===== config.mk =====
export PLATFORM = sky130hd
export DESIGN_NAME = permutation_rank_unrank_top
export DESIGN_NICKNAME = d
export VERILOG_FILES = /design/src/perm_ru_pkg.sv /design/src/permutation_rank_unrank_top.sv
export VERILOG_INCLUDE_DIRS = /design/src /design/src/src
export SDC_FILE = /design/constraint.sdc
export NUM_CORES = 1
export LEC_CHECK = 0
export ABC_AREA = 1
export ABC_CLOCK_PERIOD_IN_PS = 31000
export BUFFER_PORTS_ARGS = -buffer_cell sky130_fd_sc_hd__buf_2
export CAP_MARGIN = 15
export CORE_UTILIZATION = 30
export DETAILED_ROUTE_END_ITERATION = 8
export SYNTH_ARGS = -nofsm -noshare
export SYNTH_HDL_FRONTEND = slang
export SYNTH_SLANG_ARGS = --single-unit

===== constraint.sdc =====
create_clock -name clock -period 31 [get_ports clock]
set_input_delay 1.55 -clock clock [delete_from_list [all_inputs] [get_ports clock]]
set_output_delay 1.55 -clock clock [all_outputs]
set_load 0.01 [all_outputs]

===== src/permutation_rank_unrank_top_defines.svh =====
// Assertion macros for the permutation rank/unrank block.
// Included by the RTL modules that carry concurrent assertions.
`ifndef PERMUTATION_RANK_UNRANK_TOP_DEFINES_SVH
`define PERMUTATION_RANK_UNRANK_TOP_DEFINES_SVH

// Same-cycle implication, disabled during reset
`define PRU_ASSERT_SAME(lbl, clk, rst, ante, cons, msg) \
   lbl: assert property (@(posedge clk) disable iff (rst) (ante) |-> (cons)) \
      else $error(msg);

// Next-cycle implication, disabled during reset
`define PRU_ASSERT_NEXT(lbl, clk, rst, ante, cons, msg) \
   lbl: assert property (@(posedge clk) disable iff (rst) (ante) |=> (cons)) \
      else $error(msg);

`endif


===== src/perm_ru_pkg.sv =====
// Package for the permutation rank/unrank block: widths, codes, state type.
// No dependencies.
`default_nettype none

package perm_ru_pkg;

   localparam int unsigned TABLE_DEPTH = 16;
   localparam int unsigned ADDR_W      = 4;
   localparam int unsigned COUNT_W     = 5;
   localparam int unsigned INDEX_W     = 64;
   localparam int unsigned DIGIT_W     = 4;
   localparam int unsigned NUM_DIGITS  = INDEX_W / DIGIT_W;
   localparam int unsigned BIT_CNT_W   = 6;
   localparam int unsigned DIG_CNT_W   = 4;
   localparam int unsigned CARRY_W     = 5;
   localparam int unsigned DTOT_W      = 9;

   localparam logic CMD_UNRANK = 1'b0;
   localparam logic CMD_RANK   = 1'b1;
   localparam logic KIND_ELEM  = 1'b0;
   localparam logic KIND_RANK  = 1'b1;

   typedef logic [ADDR_W-1:0] elem_type;

   typedef enum logic [8:0] {
      ST_IDLE    = 9'b000000001,
      ST_DIV     = 9'b000000010,
      ST_RD_SLOT = 9'b000000100,
      ST_RD_LAST = 9'b000001000,
      ST_EMIT    = 9'b000010000,
      ST_R_READ  = 9'b000100000,
      ST_R_MUL   = 9'b001000000,
      ST_R_WRITE = 9'b010000000,
      ST_R_DONE  = 9'b100000000
   } state_type;

endpackage

`default_nettype wire


===== src/permutation_rank_unrank_top.sv =====
// Permutation rank/unrank top level: bit-serial divider, digit-serial
// multiply-accumulate and the slot, position and scratch tables.
// Depends on perm_ru_pkg and permutation_rank_unrank_top_defines.svh.
//
// Usage: the req_ channel carries commands. An unrank command (req_command 0)
// carries n (req_count, clamped to 1..min(MAX_ELEMS,16)) and req_perm_index;
// the block answers with n element transfers on the rsp_ channel, the last
// one flagged rsp_end_of_run. Rank items (req_command 1) stream the
// permutation one element each; only the item with req_final_req set gets a
// transfer back, carrying the rank in rsp_out_index.
// Timing: one item is taken at a time (req_ready high only when idle).
// Each unranked element needs a restoring division of the 64-bit index, one
// bit per cycle, then the scratch reads in ST_RD_SLOT and ST_RD_LAST and the
// swap and output write in ST_EMIT, which waits for a free output register.
// A rank item runs ST_R_READ, the 16 four-bit digit steps of the weight
// multiply-accumulate in ST_R_MUL, ST_R_WRITE and ST_R_DONE; a surplus element
// goes from ST_R_READ to ST_R_DONE. A final item's result is written in ST_R_DONE.
// Reset: the tables read as identity and no rank stream is open; no clearing
// pass is needed. Stalls: the result sits in an output register; the block
// holds each new result until rsp_ready takes the pending transfer.
`default_nettype none
`include "permutation_rank_unrank_top_defines.svh"

module permutation_rank_unrank_top
   import perm_ru_pkg::*;
#(
   parameter int unsigned MAX_ELEMS = 16
) (
   input  wire logic               clock,
   input  wire logic               reset,
   input  wire logic               req_valid,
   output logic                    req_ready,
   input  wire logic               req_command,
   input  wire logic [COUNT_W-1:0] req_count,
   input  wire logic [INDEX_W-1:0] req_perm_index,
   input  wire logic [ADDR_W-1:0]  req_element,
   input  wire logic               req_final_req,
   output logic                    rsp_valid,
   input  wire logic               rsp_ready,
   output logic                    rsp_kind,
   output logic [ADDR_W-1:0]       rsp_out_element,
   output logic [INDEX_W-1:0]      rsp_out_index,
   output logic                    rsp_end_of_run
);

   localparam int unsigned LIMIT_INT = (MAX_ELEMS < TABLE_DEPTH) ? MAX_ELEMS : TABLE_DEPTH;
   localparam logic [COUNT_W-1:0] ELEM_LIMIT = COUNT_W'(LIMIT_INT);

   // control and datapath registers
   state_type               state_ff, state_in;
   logic [COUNT_W-1:0]      n_ff, n_in;
   logic [COUNT_W-1:0]      i_ff, i_in;
   logic [COUNT_W-1:0]      step_ff, step_in;
   logic                    rank_active_ff, rank_active_in;
   logic [INDEX_W-1:0]      m_ff, m_in;
   logic [ADDR_W-1:0]       rem_ff, rem_in;
   logic [BIT_CNT_W-1:0]    bit_cnt_ff, bit_cnt_in;
   logic [DIG_CNT_W-1:0]    dig_cnt_ff, dig_cnt_in;
   elem_type                slot_elem_ff, slot_elem_in;
   elem_type                elem_ff, elem_in;
   logic                    final_ff, final_in;
   logic [INDEX_W-1:0]      sum_ff, sum_in;
   logic [INDEX_W-1:0]      wgt_ff, wgt_in;
   logic [CARRY_W-1:0]      sum_c_ff, sum_c_in;
   logic [CARRY_W-1:0]      wgt_c_ff, wgt_c_in;
   logic [TABLE_DEPTH-1:0]  scr_vld_ff, scr_vld_in;
   logic [TABLE_DEPTH-1:0]  pos_vld_ff, pos_vld_in;
   logic [TABLE_DEPTH-1:0]  slt_vld_ff, slt_vld_in;

   // output register
   logic                    rsp_valid_ff, rsp_valid_in;
   logic                    rsp_kind_ff, rsp_kind_in;
   elem_type                rsp_elem_ff, rsp_elem_in;
   logic [INDEX_W-1:0]      rsp_index_ff, rsp_index_in;
   logic                    rsp_end_ff, rsp_end_in;

   // memories with registered reads
   elem_type                scr_mem [TABLE_DEPTH];
   elem_type                pos_mem [TABLE_DEPTH];
   elem_type                slt_mem [TABLE_DEPTH];
   elem_type                scr_rd_ff, pos_rd_ff, slt_rd_ff;
   logic                    scr_re, scr_we, rank_re, rank_we;
   elem_type                scr_raddr;

   // combinational helpers
   logic                    req_xfer, out_free;
   logic [COUNT_W-1:0]      clamp_n;
   logic [COUNT_W-1:0]      div_radix, mul_radix;
   logic [ADDR_W:0]         div_shift, div_diff;
   logic                    div_ge;
   elem_type                unrank_last, rank_last;
   logic [7:0]              s_prod;
   logic [DTOT_W-1:0]       s_tot, w_tot;

   assign req_xfer  = req_valid && req_ready;
   assign out_free  = !rsp_valid_ff || rsp_ready;
   assign req_ready = (state_ff == ST_IDLE);

   // clamp the element count to 1..limit
   always_comb begin
      if (req_count == '0) begin
         clamp_n = COUNT_W'(1);
      end else if (req_count > ELEM_LIMIT) begin
         clamp_n = ELEM_LIMIT;
      end else begin
         clamp_n = req_count;
      end
   end

   assign div_radix   = n_ff - i_ff;
   assign mul_radix   = n_ff - step_ff;
   assign unrank_last = ADDR_W'(n_ff - i_ff - COUNT_W'(1));
   assign rank_last   = ADDR_W'(n_ff - step_ff - COUNT_W'(1));

   // one restoring division step: shift in the next index bit
   assign div_shift = {rem_ff, m_ff[INDEX_W-1]};
   assign div_ge    = (div_shift >= div_radix);
   assign div_diff  = div_shift - div_radix;

   // one digit of sum += wgt * p and wgt *= radix
   assign s_prod = 8'(wgt_ff[DIGIT_W-1:0]) * 8'(pos_rd_ff);
   assign s_tot  = DTOT_W'(s_prod) + DTOT_W'(sum_ff[DIGIT_W-1:0]) + DTOT_W'(sum_c_ff);
   assign w_tot  = DTOT_W'(wgt_ff[DIGIT_W-1:0]) * DTOT_W'(mul_radix) + DTOT_W'(wgt_c_ff);

   // sequencer and datapath next state
   always_comb begin
      state_in       = state_ff;
      n_in           = n_ff;
      i_in           = i_ff;
      step_in        = step_ff;
      rank_active_in = rank_active_ff;
      m_in           = m_ff;
      rem_in         = rem_ff;
      bit_cnt_in     = bit_cnt_ff;
      dig_cnt_in     = dig_cnt_ff;
      slot_elem_in   = slot_elem_ff;
      elem_in        = elem_ff;
      final_in       = final_ff;
      sum_in         = sum_ff;
      wgt_in         = wgt_ff;
      sum_c_in       = sum_c_ff;
      wgt_c_in       = wgt_c_ff;
      scr_vld_in     = scr_vld_ff;
      pos_vld_in     = pos_vld_ff;
      slt_vld_in     = slt_vld_ff;
      rsp_valid_in   = rsp_valid_ff && !rsp_ready;
      rsp_kind_in    = rsp_kind_ff;
      rsp_elem_in    = rsp_elem_ff;
      rsp_index_in   = rsp_index_ff;
      rsp_end_in     = rsp_end_ff;
      scr_re         = 1'b0;
      scr_we         = 1'b0;
      scr_raddr      = rem_ff;
      rank_re        = 1'b0;
      rank_we        = 1'b0;

      case (state_ff)
         ST_IDLE: begin
            if (req_xfer) begin
               n_in     = clamp_n;
               elem_in  = req_element;
               final_in = req_final_req;
               if (req_command == CMD_UNRANK) begin
                  m_in       = req_perm_index;
                  i_in       = '0;
                  rem_in     = '0;
                  bit_cnt_in = '0;
                  scr_vld_in = '0;
                  state_in   = ST_DIV;
               end else begin
                  // open a new stream: identity tables, zero sum, unit weight
                  if (!rank_active_ff) begin
                     pos_vld_in     = '0;
                     slt_vld_in     = '0;
                     sum_in         = '0;
                     wgt_in         = INDEX_W'(1);
                     step_in        = '0;
                     rank_active_in = 1'b1;
                  end
                  state_in = ST_R_READ;
               end
            end
         end
         ST_DIV: begin
            rem_in     = div_ge ? div_diff[ADDR_W-1:0] : div_shift[ADDR_W-1:0];
            m_in       = {m_ff[INDEX_W-2:0], div_ge};
            bit_cnt_in = bit_cnt_ff + BIT_CNT_W'(1);
            if (bit_cnt_ff == '1) begin
               state_in = ST_RD_SLOT;
            end
         end
         ST_RD_SLOT: begin
            scr_re    = 1'b1;
            scr_raddr = rem_ff;
            state_in  = ST_RD_LAST;
         end
         ST_RD_LAST: begin
            slot_elem_in = scr_rd_ff;
            scr_re       = 1'b1;
            scr_raddr    = unrank_last;
            state_in     = ST_EMIT;
         end
         ST_EMIT: begin
            // emit the slot element, move the last live element into the slot
            if (out_free) begin
               rsp_valid_in        = 1'b1;
               rsp_kind_in         = KIND_ELEM;
               rsp_elem_in         = slot_elem_ff;
               rsp_index_in        = '0;
               rsp_end_in          = ((i_ff + COUNT_W'(1)) == n_ff);
               scr_we              = 1'b1;
               scr_vld_in[rem_ff]  = 1'b1;
               i_in                = i_ff + COUNT_W'(1);
               rem_in              = '0;
               bit_cnt_in          = '0;
               state_in            = ((i_ff + COUNT_W'(1)) == n_ff) ? ST_IDLE : ST_DIV;
            end
         end
         ST_R_READ: begin
            rank_re    = 1'b1;
            dig_cnt_in = '0;
            sum_c_in   = '0;
            wgt_c_in   = '0;
            state_in   = ((step_ff + COUNT_W'(1)) < n_ff) ? ST_R_MUL : ST_R_DONE;
         end
         ST_R_MUL: begin
            sum_in     = {s_tot[DIGIT_W-1:0], sum_ff[INDEX_W-1:DIGIT_W]};
            wgt_in     = {w_tot[DIGIT_W-1:0], wgt_ff[INDEX_W-1:DIGIT_W]};
            sum_c_in   = s_tot[DTOT_W-1:DIGIT_W];
            wgt_c_in   = w_tot[DTOT_W-1:DIGIT_W];
            dig_cnt_in = dig_cnt_ff + DIG_CNT_W'(1);
            if (dig_cnt_ff == DIG_CNT_W'(NUM_DIGITS - 1)) begin
               state_in = ST_R_WRITE;
            end
         end
         ST_R_WRITE: begin
            rank_we               = 1'b1;
            pos_vld_in[slt_rd_ff] = 1'b1;
            slt_vld_in[pos_rd_ff] = 1'b1;
            step_in               = step_ff + COUNT_W'(1);
            state_in              = ST_R_DONE;
         end
         ST_R_DONE: begin
            if (!final_ff) begin
               state_in = ST_IDLE;
            end else if (out_free) begin
               rsp_valid_in   = 1'b1;
               rsp_kind_in    = KIND_RANK;
               rsp_elem_in    = '0;
               rsp_index_in   = sum_ff;
               rsp_end_in     = 1'b1;
               rank_active_in = 1'b0;
               state_in       = ST_IDLE;
            end
         end
         default: begin
            state_in = ST_IDLE;
         end
      endcase
   end

   // control registers
   always_ff @(posedge clock) begin
      if (reset) begin
         state_ff       <= ST_IDLE;
         rank_active_ff <= 1'b0;
         step_ff        <= '0;
         rsp_valid_ff   <= 1'b0;
         scr_vld_ff     <= '0;
         pos_vld_ff     <= '0;
         slt_vld_ff     <= '0;
      end else begin
         state_ff       <= state_in;
         rank_active_ff <= rank_active_in;
         step_ff        <= step_in;
         rsp_valid_ff   <= rsp_valid_in;
         scr_vld_ff     <= scr_vld_in;
         pos_vld_ff     <= pos_vld_in;
         slt_vld_ff     <= slt_vld_in;
      end
   end

   // payload registers
   always_ff @(posedge clock) begin
      n_ff         <= n_in;
      i_ff         <= i_in;
      m_ff         <= m_in;
      rem_ff       <= rem_in;
      bit_cnt_ff   <= bit_cnt_in;
      dig_cnt_ff   <= dig_cnt_in;
      slot_elem_ff <= slot_elem_in;
      elem_ff      <= elem_in;
      final_ff     <= final_in;
      sum_ff       <= sum_in;
      wgt_ff       <= wgt_in;
      sum_c_ff     <= sum_c_in;
      wgt_c_ff     <= wgt_c_in;
      rsp_kind_ff  <= rsp_kind_in;
      rsp_elem_ff  <= rsp_elem_in;
      rsp_index_ff <= rsp_index_in;
      rsp_end_ff   <= rsp_end_in;
   end

   // scratch table for unranking; an unwritten entry reads as its address
   always_ff @(posedge clock) begin
      if (scr_we) begin
         scr_mem[rem_ff] <= scr_rd_ff;
      end
      if (scr_re) begin
         scr_rd_ff <= scr_vld_ff[scr_raddr] ? scr_mem[scr_raddr] : scr_raddr;
      end
   end

   // position table: element -> slot
   always_ff @(posedge clock) begin
      if (rank_we) begin
         pos_mem[slt_rd_ff] <= pos_rd_ff;
      end
      if (rank_re) begin
         pos_rd_ff <= pos_vld_ff[elem_ff] ? pos_mem[elem_ff] : elem_ff;
      end
   end

   // slot table: slot -> element
   always_ff @(posedge clock) begin
      if (rank_we) begin
         slt_mem[pos_rd_ff] <= slt_rd_ff;
      end
      if (rank_re) begin
         slt_rd_ff <= slt_vld_ff[rank_last] ? slt_mem[rank_last] : rank_last;
      end
   end

   assign rsp_valid       = rsp_valid_ff;
   assign rsp_kind        = rsp_kind_ff;
   assign rsp_out_element = rsp_elem_ff;
   assign rsp_out_index   = rsp_index_ff;
   assign rsp_end_of_run  = rsp_end_ff;

   // checks
   `PRU_ASSERT_SAME(a_rem_below_radix, clock, reset, state_ff == ST_DIV, rem_ff < div_radix, "division remainder not below radix")
   `PRU_ASSERT_SAME(a_step_in_range, clock, reset, state_ff == ST_DIV, i_ff < n_ff, "unrank step beyond element count")
   `PRU_ASSERT_NEXT(a_stream_open, clock, reset, req_xfer && req_command == CMD_RANK && !rank_active_ff, rank_active_ff && step_ff == '0, "rank stream did not open")
   `PRU_ASSERT_SAME(a_rank_ends_run, clock, reset, rsp_valid_ff && rsp_kind_ff == KIND_RANK, rsp_end_ff, "rank result without end of run")

endmodule

`default_nettype wire


Word-level counts from Yosys, hierarchy flattened:

Memory sizes are Yosys's and may differ from the RTL's. A register that Yosys moved wholly into a read port is not among the register bits.
Index checks and enable logic that the tools add are counted.

* $add $sub $neg: 12
* multiply operators: 2
* div/mod/pow operators: 0
* $lt $le $gt $ge: 12
* equality and inequality tests: 22
* shifts and indexed selects: 0
* multiplexer cells: 97
* bitwise gates (word level): 3
* reduce and logical (&&, ||, !) cells: 28

Operators with widths (number)
* $mux 64: 11
* $pmux 64 s2: 4
* $mux 16: 6
* $pmux 16 s2: 3
* $pmux 9 s9: 1
* $mux 9: 7
* $or 16x16->16: 3
* $mux 4: 11
* $pmux 5 s2: 4
* $mux 5: 7
* $lt 4x5->1 const B: 6
* $mux 1: 24
* $mux 6: 4
* $reduce_and 4->1: 5
* $add 9x5->9: 2
* $pmux 6 s3: 1
* $pmux 4 s2: 2
* $ne 2x2->1 const B: 7
* $reduce_bool 2->1: 7
* $bmux 1 s4: 3
* $demux 1 s4: 3
* $ge 4x1->1 const B: 3
* $pmux 4 s3: 1
* $add 5x1->5 const B: 2
* 36 further kinds: 49

* bits in registers: 381
* bits in latches: 0
* memory bits (writable): 192
* memory bits (read-only): 0
* bits of input ports: 79
* output and inout port bits: 72
* word-level logic and storage cells: 207
* memories kept: 3

Memory list
* pos_mem: depth 16, bits a word 4, read ports 1, clocked after Yosys merged registers in 1, wr ports 1, RTL line permutation_rank_unrank_top.sv:79 `elem_type pos_mem [TABLE_DEPTH];`
* scr_mem: depth 16, bits a word 4, read ports 1, clocked after Yosys merged registers in 0, wr ports 1, RTL line permutation_rank_unrank_top.sv:78 `elem_type scr_mem [TABLE_DEPTH];`
* slt_mem: depth 16, bits a word 4, read ports 1, clocked after Yosys merged registers in 0, wr ports 1, RTL line permutation_rank_unrank_top.sv:80 `elem_type slt_mem [TABLE_DEPTH];`

Logic depth before layout (Yosys ltp):

Gate-level depths: netlist of the first run.

* depth in word-level cells: 7
* depth in mapped cells: 22
* mapped depth without buffers: 22

Least setup slack after synthesis of the first run:

Ideal clock, no wire load.

* path kind: input to register
* start point: input req_command
* end point: register sum_ff[0], enable pin
* setup time: 0.792 ns
* arrival time: 10.700 ns
* setup slack: 19.509 ns
* stages: 4
* buffers on the path: 0
* cells stage by stage: inv_1 > nor2_1 > nand2_1 > o21ai_0

* longest elaborated chain between the ends: 2

Ends and longest elaborated chain
* from (decl): RTL line permutation_rank_unrank_top.sv:33 `input wire logic req_command,`
* $ne 2x1->1 (no line)
* $reduce_and 4->1 (no line)
* to (signal assigned): RTL line permutation_rank_unrank_top.sv:294 `sum_ff <= sum_in;`
* to (decl): RTL line permutation_rank_unrank_top.sv:62 `logic [INDEX_W-1:0] sum_ff, sum_in;`

Every way passes these cells.
A chain may end at the register's enable or synchronous reset.

Final worst setup path of the first run:

* start point: register n_ff[0]
* end point: register wgt_c_ff[4] (data pin)

* longest elaborated chain between the ends: 4

Ends and longest elaborated chain
* from (decl): RTL line permutation_rank_unrank_top.sv:51 `logic [COUNT_W-1:0] n_ff, n_in;`
* from (signal assigned): RTL line permutation_rank_unrank_top.sv:285 `n_ff <= n_in;`
* $sub 5x5->5
* $mul 4x5->9: RTL line permutation_rank_unrank_top.sv:123 `assign w_tot = DTOT_W'(wgt_ff[DIGIT_W-1:0]) * DTOT_W'(mul_radix) + DTOT_W'(wgt_c_ff);`
* $add 9x5->9: RTL line permutation_rank_unrank_top.sv:123
* $pmux 5 s2: RTL line permutation_rank_unrank_top.sv:157 `case (state_ff)`
* to (signal assigned): RTL line permutation_rank_unrank_top.sv:297 `wgt_c_ff <= wgt_c_in;`
* to (decl): RTL line permutation_rank_unrank_top.sv:65 `logic [CARRY_W-1:0] wgt_c_ff, wgt_c_in;`

Every way passes these cells.

==> results of run 1 <==
power groups by stage:
stage	combinational, mW	clock (mW)	sequential, mW
finish	0.762	0.739	1.08
global route	0.878	0.787	1.09
CTS	0.771	0.758	1.08
detailed placement	0.767	0	1.10
global placement	0.760	0	1.09
floorplan	0.587	0	1.09
how the worst max path moves through the flow:
stage,from,to,cells past startpoint
floorplan,req_command,sum_ff[0],4
global placement,n_ff[0],wgt_c_ff[4],22
detailed placement,n_ff[0],wgt_c_ff[4],22
CTS,n_ff[0],wgt_c_ff[4],22
global route,n_ff[0],wgt_c_ff[4],22
finish,n_ff[0],wgt_c_ff[4],22
worst min-delay path, cell delays in order (launching register included):
cell,delay [ns]
dfxtp_1,0.30
inv_1,0.05
a21oi_1,0.05
routing by layer:
layer	vias up	global-route usage [%]
met4	4	3.35
met2	327	21.3
li1	8380	-
met1	7936	16.6
met5	-	0
met3	85	2.09
cell families (layout without fill, tap and decap cells):
| kind of cell | count (synthesis) | in the layout | synth area share, % |
|---|---|---|---|
| xor gates and xnor gates | 23 | 23 | 0.811 |
| muxes | 14 | 14 | 0.544 |
| DFF | 577 | 577 | 64.6 |
| other | 0 | 1 | 0 |
| buffers and inverters | 470 | 653 | 7.07 |
| AOI/OAI and AO/OA | 235 | 235 | 5.17 |
| adders and majority gates | 84 | 84 | 4.84 |
| and+or+nand+nor | 1052 | 1052 | 17.0 |
flip-flops by register name, summed over array words and instances (netlist names), 64 cells and up, named ones only:
| name | flops |
|---|---|
| m_ff | 64 |
| pos_mem | 64 |
| rsp_out_index | 64 |
| scr_mem | 64 |
| slt_mem | 64 |
| sum_ff | 64 |
| wgt_ff | 64 |
metrics by stage:
stage	utilization (%)	std cells	hold slack, ns
final	34.9	3783	0.447
after global routing	34.9	3783	0.464
after CTS	34.9	3781	0.449
after detailed placement	32.5	3670	0.439
after global placement	32.5	3670	0.435
after floorplan	-	2455	0.427
cell usage after synthesis, types with 4 or more instances:
library cell  instances  area share (%)
buf_2                19            0.37
nand4_1              26            0.63
nand3_1             117             2.3
dfxtp_1              68             5.3
inv_1               360             5.2
xnor2_1               8            0.27
fa_1                 26             2.0
nor3_1               52             1.0
nor2_4                6            0.26
o22ai_1              12            0.29
mux2i_1              14            0.54
o21ai_0              84             1.6
inv_2                 7            0.10
a21oi_1              82             1.6
o221ai_1              7            0.24
clkinv_1              5           0.073
edfxtp_1            509              59
nand2_1             477             6.9
o32ai_1               8            0.27
clkbuf_1             65            0.95
a22oi_1               4            0.12
o211ai_1              5            0.15
nor2_1              352             5.1
o21ai_1               6            0.12
buf_1                 8            0.12
ha_1                 58             2.8
a31oi_1              18            0.44
xor2_1               14            0.48
nand2_2               6            0.15
final cells by class:
cell class                 count  share of cell area, %
sequential                   577                   56.0
multi-input combinational   1408                   24.6
clock buffer                  69                   5.16
tap                         1144                   4.81
inverter                     372                   4.70
timing repair buffer         170                   3.10
clock inverter                42                   1.66
antenna                        1                0.00841
==> metrics.md, run 1 <==
| Metric | Value |
|---|---|
| Layout area overhead | 15.5% |
| Core footprint | around 85000 µm² |
| Req. time, crit path | between 30 and 40 ns |
| Comb power frac | between 20% and 30% |
| Register area | about 17000 µm² |
| Later-pin clock latency in the skew report | 0.63 ns |
| Critical path class | reg2reg |
| Layout cells sized above 1 | 11.6% |
| Die area | just under 90000 µm² |
| Syn_nets | 2618 |
| Post-CTS sizing | 0 |
| CTS tree | yes |
| Initial DRC Count | about 980 |
| DRC | 0 |
| Clock power share | 28.6% |
| Critical R2R Launch | n_ff[0] |
| Yosys reg bits | around 580 |
| Grt total ovfl | 0 |
| DR WL/cell | ~14 µm |
| Multi-input gate area | about 7300 µm² |
| Yosys Warn Count | 0 |
| Post-synth ARST share | 0% |
| Fin area | 29700 µm² |
| Pwr per Cell Area | between 80 and 90 nW/µm² |
| First-pass GRT wire length | 88.1 mm |
| Most used cell along the critical path | nand2_1 |
| Commonest non-fill, non-tap cell in the layout | edfxtp_1 |
| Post-Syn Area | between 20000 and 30000 µm² |
| Worst Path Buf+Inv | 4 |
| Worst slack, placed | between 20 and 30 ns |
| Hold bufs inserted after CTS | 0 |
| Hold Startpoint | pos_vld_ff[7] |
| DRT Wirelength | approximately 55 mm |
| CP max-delay cell | fa_1 |
| Clock buffer depth | 3 |
| Critical path peak fanout | 5 |
| Fin. max-slew vios | 0 |
| Max-capacitance violation count | 0 |
| Hold Crit Depth | 2 |
| Final hold violations | 0 |
| Rows | 107 |
| PortBufs | 150 |
| R2R Path End | wgt_c_ff[4] |
| Post-route setup slack | roughly 26 ns |
| Sw frac | about a third |
| Tmin final | around 4.7 ns |
| Peak VDD IR | approximately 0.063 mV |
| Fill cell instance count of the final layout | around 8.6k |
| Crit path DAT | between 5 and 6 ns |
| Initial Util | between 30 and 40% |
| Post-CTS setup buffers | 0 |
| Die X | 295 µm |
| Clk slew on worst S/H paths | ~0.060 ns |
| Highest Signal Layer | met5 |
| Max Fclk | 0.212 GHz |
| Distinct cells, synth | between 40 and 50 |
| CP Cell Sequence | inv_1, ha_1, inv_1, fa_1, xnor2_2, inv_1, nand2_1, fa_1, fa_1, fa_1, inv_1, ha_1, a21oi_1, nand2_1, a21oi_1, o21ai_0, nand2_1, nand2_1, a21oi_1, nand2_1, nand2_1, nor2_1 |
| GPL Wtd Cong | slightly below 0.8 |
| Largest net degree at the start of global routing | 75 |
| Via count | about 17k |
| Synthesized area per cell | roughly 10 µm² |
| CTS H-tree lvls | 2 |
| Critical path's top delay family | adder cells |
| Hpwl dp | between 30 and 40 mm |
| Num CTS Buffers | between 50 and 60 |
| Cell count after synthesis | approximately 2.5k |
| Top FF cell, synth | edfxtp_1 |
| Met3 WL | 2.51 mm |
| Via density | 4.42 |
| Status | complete, no violations |
| Slew @ Worst Pin | between 1 and 1.5 ns |
| Post-synth EDFFs | a little over 500 |
| Net Switching | 0.892 mW |
| Die height | between 200 and 300 µm |
| I/O pin count | around 150 |
| Vias in the first global route | ~17k |
| Clock sink count | around 580 |
| Setup violations, final | 0 |
| Commonest non-fill, non-tap cells in the layout | edfxtp_1 (509), nand2_1 (476), inv_1 (357), nor2_1 (352), buf_2 (150) |
| RSZ-0062 raised after global routing | no |
| CTS root buffer | clkbuf_16 |
| M1 WL | around 25 mm |
| Post-placement cell area | around 28000 µm² |
| P_leak | 11.9 nW |
| Power, Total | between 2 and 3 mW |
| Seq/Total Area, Yosys | roughly 65% |
| Antenna-violating nets left | 0 |
| Slew margin rel. | about 27% |
| Hold WC Path Type | reg2reg |
| Setup crit start kind | register |
| Period Utilization, post-route | around 15% |
| Initial antenna violation count | 4 |
| Met2 Wirelength | about 26 mm |
| First-pass iteration count of the detailed router | 5 |
| Hold EP | pos_vld_ff[7] |
| CP peak stage delay | approximately 0.51 ns |
| P_int | roughly 1.7 mW |
| R2R Setup Slk | between 20 and 30 ns |
| Sequential Power Share | approximately two fifths |
| Nets | 2751 |
| Worst Clk Skew | between 0.015 and 0.02 ns |
| Total Negative Setup Slacks | 0 ns |
| GRT Total Usage | between 10% and 20% |
| R2R cell count | 22 |
| Worst Setup End Kind | register |
(Power assumes the default switching activity.)
==> inputs of run 2 (changes only) <==
--- a/config.mk
+++ b/config.mk
@@ -6,8 +6,8 @@
 export SDC_FILE = /design/constraint.sdc
 export NUM_CORES = 1
 export LEC_CHECK = 0
-export ABC_AREA = 1
-export ABC_CLOCK_PERIOD_IN_PS = 31000
+export ABC_AREA = 0
+export ABC_CLOCK_PERIOD_IN_PS = 4250
 export BUFFER_PORTS_ARGS = -buffer_cell sky130_fd_sc_hd__buf_2
 export CAP_MARGIN = 15
 export CORE_UTILIZATION = 30
==> constraint.sdc (replaced) <==
create_clock -name clock -period 4.25 [get_ports clock]
set_input_delay 0.2125 -clock clock [delete_from_list [all_inputs] [get_ports clock]]
set_output_delay 0.2125 -clock clock [all_outputs]
set_load 0.01 [all_outputs]
==> metrics.md, run 2 <==
| Metric | Value |
|---|---|
| Status | finished, violations left |
| Failing checks | setup timing |
| CTS tree | yes |
| CTS root buffer | clkbuf_16 |
| Commonest non-fill, non-tap cells in the layout | edfxtp_1 (509), and2_1 (214), nor2_1 (150), buf_2 (150), nand2_1 (102) |
| Vias in the first global route | 15.4k (-7.0%) |
| Largest net degree at the start of global routing | 126 (+68%) |
| Syn_nets | 1926 (-26%) |
| Commonest non-fill, non-tap cell in the layout | edfxtp_1 |
| Die area | 84600 µm² (-2.8%) |
| Net Switching | 4.29 mW (+380%) |
| Distinct cells, synth | 63 (+29%) |
| Hold Crit Depth | 2 (unchanged) |
| Hold WC Path Type | in2reg |
| Peak VDD IR | 0.331 mV (+420%) |
| Final hold violations | 0 (unchanged) |
| Period Utilization, post-route | 102% (+87 points) |
| Setup crit start kind | register |
| I/O pin count | 151 (unchanged) |
| Layout area overhead | 21.3% |
| Hpwl dp | 33.6 mm (-5.2%) |
| PortBufs | 150 (unchanged) |
| Sw frac | 27.7% (-6.9 points) |
| Power, Total | 15.5 mW (+500%) |
| P_int | 11.2 mW (+560%) |
| R2R cell count | 19 (-14%) |
| Non-Filler Instances | 3169 (-16%) |
| Synthesized area per cell | 14.2 µm² (+35%) |
| Setup violations, final | 4 (+4) |
| Post-synth EDFFs | 509 (unchanged) |
| Max-capacitance violation count | 0 (unchanged) |
| RSZ-0062 raised after global routing | yes |
| First-pass iteration count of the detailed router | 5 (unchanged) |
| DR WL/cell | 16.4 µm (+14%) |
| DRT Wirelength | 52.0 mm (-4.8%) |
| Via density | 4.66 (+5.3%) |
| Cell count after synthesis | 1763 (-28%) |
| Share of the synthesized area in the top cell type | 61.1% (+1.8 points) |
| Slew margin rel. | 33.6% (+6.4 points) |
| Post-Syn Area | 25000 µm² (-2.9%) |
| Crit path DAT | 4.73 ns (-0.37 ns) |
| Initial antenna violation count | 6 (+2) |
| Req. time, crit path | 4.63 ns (-26.76 ns) |
| Grt total ovfl | 0 (unchanged) |
| Nets | 2206 (-20%) |
| Clock buffer depth | 3 (unchanged) |
| Fin. max-slew vios | 0 (unchanged) |
| Layout cells sized above 1 | 22.0% (+10 points) |
| First-pass GRT wire length | 83.7 mm (-4.9%) |
| Clk slew on worst S/H paths | 0.06 ns (about the same) |
| Most frequent cell after synthesis | edfxtp_1 |
| Synth area leaders | edfxtp_1 (61%), dfxtp_1 (5.4%), and2_1 (5.4%), mux4_2 (3.6%), mux2_2 (3.3%) |
| Tmin final | 4.35 ns (-0.365 ns) |
| Die X | 291 µm (-1.4%) |
| Clock sink count | 577 (unchanged) |
| P_leak | 11.3 nW (-5.4%) |
| Yosys Warn Count | 0 (unchanged) |
| Num CTS Buffers | 61 (+3.4%) |
| Critical path peak fanout | 3 (-2) |
| Pwr per Cell Area | 510 nW/µm² (+490%) |
| Top FF cell, synth | edfxtp_1 |
| CTS H-tree lvls | 2 (unchanged) |
| Post-synth ARST share | 0% (unchanged) |
| Multi-input gate area | 7930 µm² (+8.3%) |
| GPL Wtd Cong | 0.793 (+0.43%) |
| Max Fclk | 0.230 GHz (+8.4%) |
| Dominant cell type by area after synthesis | edfxtp_1 |
| Worst Setup End Kind | register |
| Comb power frac | 22.1% (-7.4 points) |
| Clock power share | 34.5% (+5.9 points) |
| Seq/Total Area, Yosys | 66.5% (+1.9 points) |
| Worst Clk Skew | 0.0249 ns (+0.00697 ns) |
| Post-route setup slack | -0.0964 ns (-26.39 ns) |
| Critical path class | reg2reg |
| Via count | 14.8k (-12%) |
| GRT Total Usage | 12.3% (-0.31 points) |
| Register area | 16600 µm² (unchanged) |
| Core footprint | 82400 µm² (-3.3%) |
| Die height | 291 µm (-1.4%) |
| Later-pin clock latency in the skew report | 0.63 ns (about the same) |
| Worst slack, placed | -0.214 ns (-26.50 ns) |
| Fill cell instance count of the final layout | 7694 (-11%) |
| Yosys reg bits | 577 (unchanged) |
| Slew @ Worst Pin | 0.993 ns (-0.0983 ns) |
| Placed instance count | 2961 (-19%) |
| DRC | 0 (unchanged) |
| Sequential Power Share | 43.3% (+1.5 points) |
| Initial DRC Count | 1182 (+20%) |
| Rows | 105 (-1.9%) |
| Antenna-violating nets left | 0 (unchanged) |
| Post-synth top cells | edfxtp_1 (509), and2_1 (215), nor2_1 (151), nand2_1 (102), a21oi_1 (84) |
| Initial Util | 30.4% (+0.12 points) |
[run 2: routing by layer]
layer / vias up / share of wire (%) / track usage, %
met2: 437 / 48 / 20.2
met1: 7275 / 44 / 16.2
met5: - / 0 / 0
met4: 0 / 2.1 / 3.65
met3: 89 / 6.1 / 2.58
li1: 6952 / - / -
[run 2: area by class of cell]
type                            instances  share of cell area, %
Sequential cell                       577                   54.9
Timing Repair Buffer                  293                   6.91
Clock inverter                         37                   1.26
Tap cell                             1070                   4.41
Multi-Input combinational cell       1036                   26.1
Clock buffer                           77                   5.46
Antenna cell                            5                 0.0412
Inverter                               74                  0.915
[run 2: power groups by stage]
stage	combinational, mW	clock, mW	sequential [mW]
after floorplan	2.30	0	6.73
after global placement	3.07	0	6.83
after detailed placement	3.12	0	6.84
after CTS	3.29	5.51	6.73
after global routing	3.81	5.74	6.74
final	3.42	5.35	6.71
[run 2: worst max-delay path, cell delays in order, from the launching register on]
cell	delay (ns)
edfxtp_1	0.40
ha_1	0.32
nor2b_4	0.13
or3_4	0.32
o21a_1	0.12
xor2_1	0.15
and2_4	0.15
fa_1	0.50
fa_1	0.51
inv_1	0.05
fa_1	0.48
inv_2	0.05
ha_4	0.25
inv_2	0.03
o21bai_1	0.14
a21oi_2	0.08
o21bai_1	0.12
a21oi_1	0.09
xnor2_1	0.13
nor2_1	0.05
[run 2: worst paths after layout]
check	startpoint	end	slack [ns]
max	n_ff[1]	wgt_c_ff[4]	-0.1
max reg2reg	n_ff[1]	wgt_c_ff[4]	-0.1
min	req_element[2]	elem_ff[2]	0.30
min reg2reg	slt_vld_ff[0]	slt_vld_ff[0]	0.46
[run 2: cells by family after synthesis]
| group | count (synthesis) | share of synthesized area, % |
|---|---|---|
| fa+ha+maj | 84 | 4.98 |
| flops | 577 | 66.5 |
| xor+xnor | 42 | 1.53 |
| mux | 136 | 7.88 |
| compound gates | 181 | 4.42 |
| buf+inv | 150 | 2.30 |
| simple gates | 593 | 12.4 |
[run 2: what timing repair did]
action | 4_1_cts | 5_1_grt
buffers inserted | 7 | 2
pin swaps | 16 | 17
endpoints found under the setup margin | 3 | 4
hold endpoints to repair | 90 | 0
hold buffers | 78 | 0
gates resized for setup | 9 | 5
[run 2: per-stage QoR]
stage / area, µm² / hold slack, ns / setup TNS [ns] / util [%]
after floorplan: 25100 / 0.285 / -0.349 / -
after global placement: 27300 / 0.393 / -0.291 / 33.2
after detailed placement: 27300 / 0.393 / -0.454 / 33.2
after CTS: 30200 / 0.261 / -0.160 / 36.7
after global routing: 30300 / 0.268 / -1.09 / 36.8
final: 30300 / 0.303 / -0.230 / 36.8
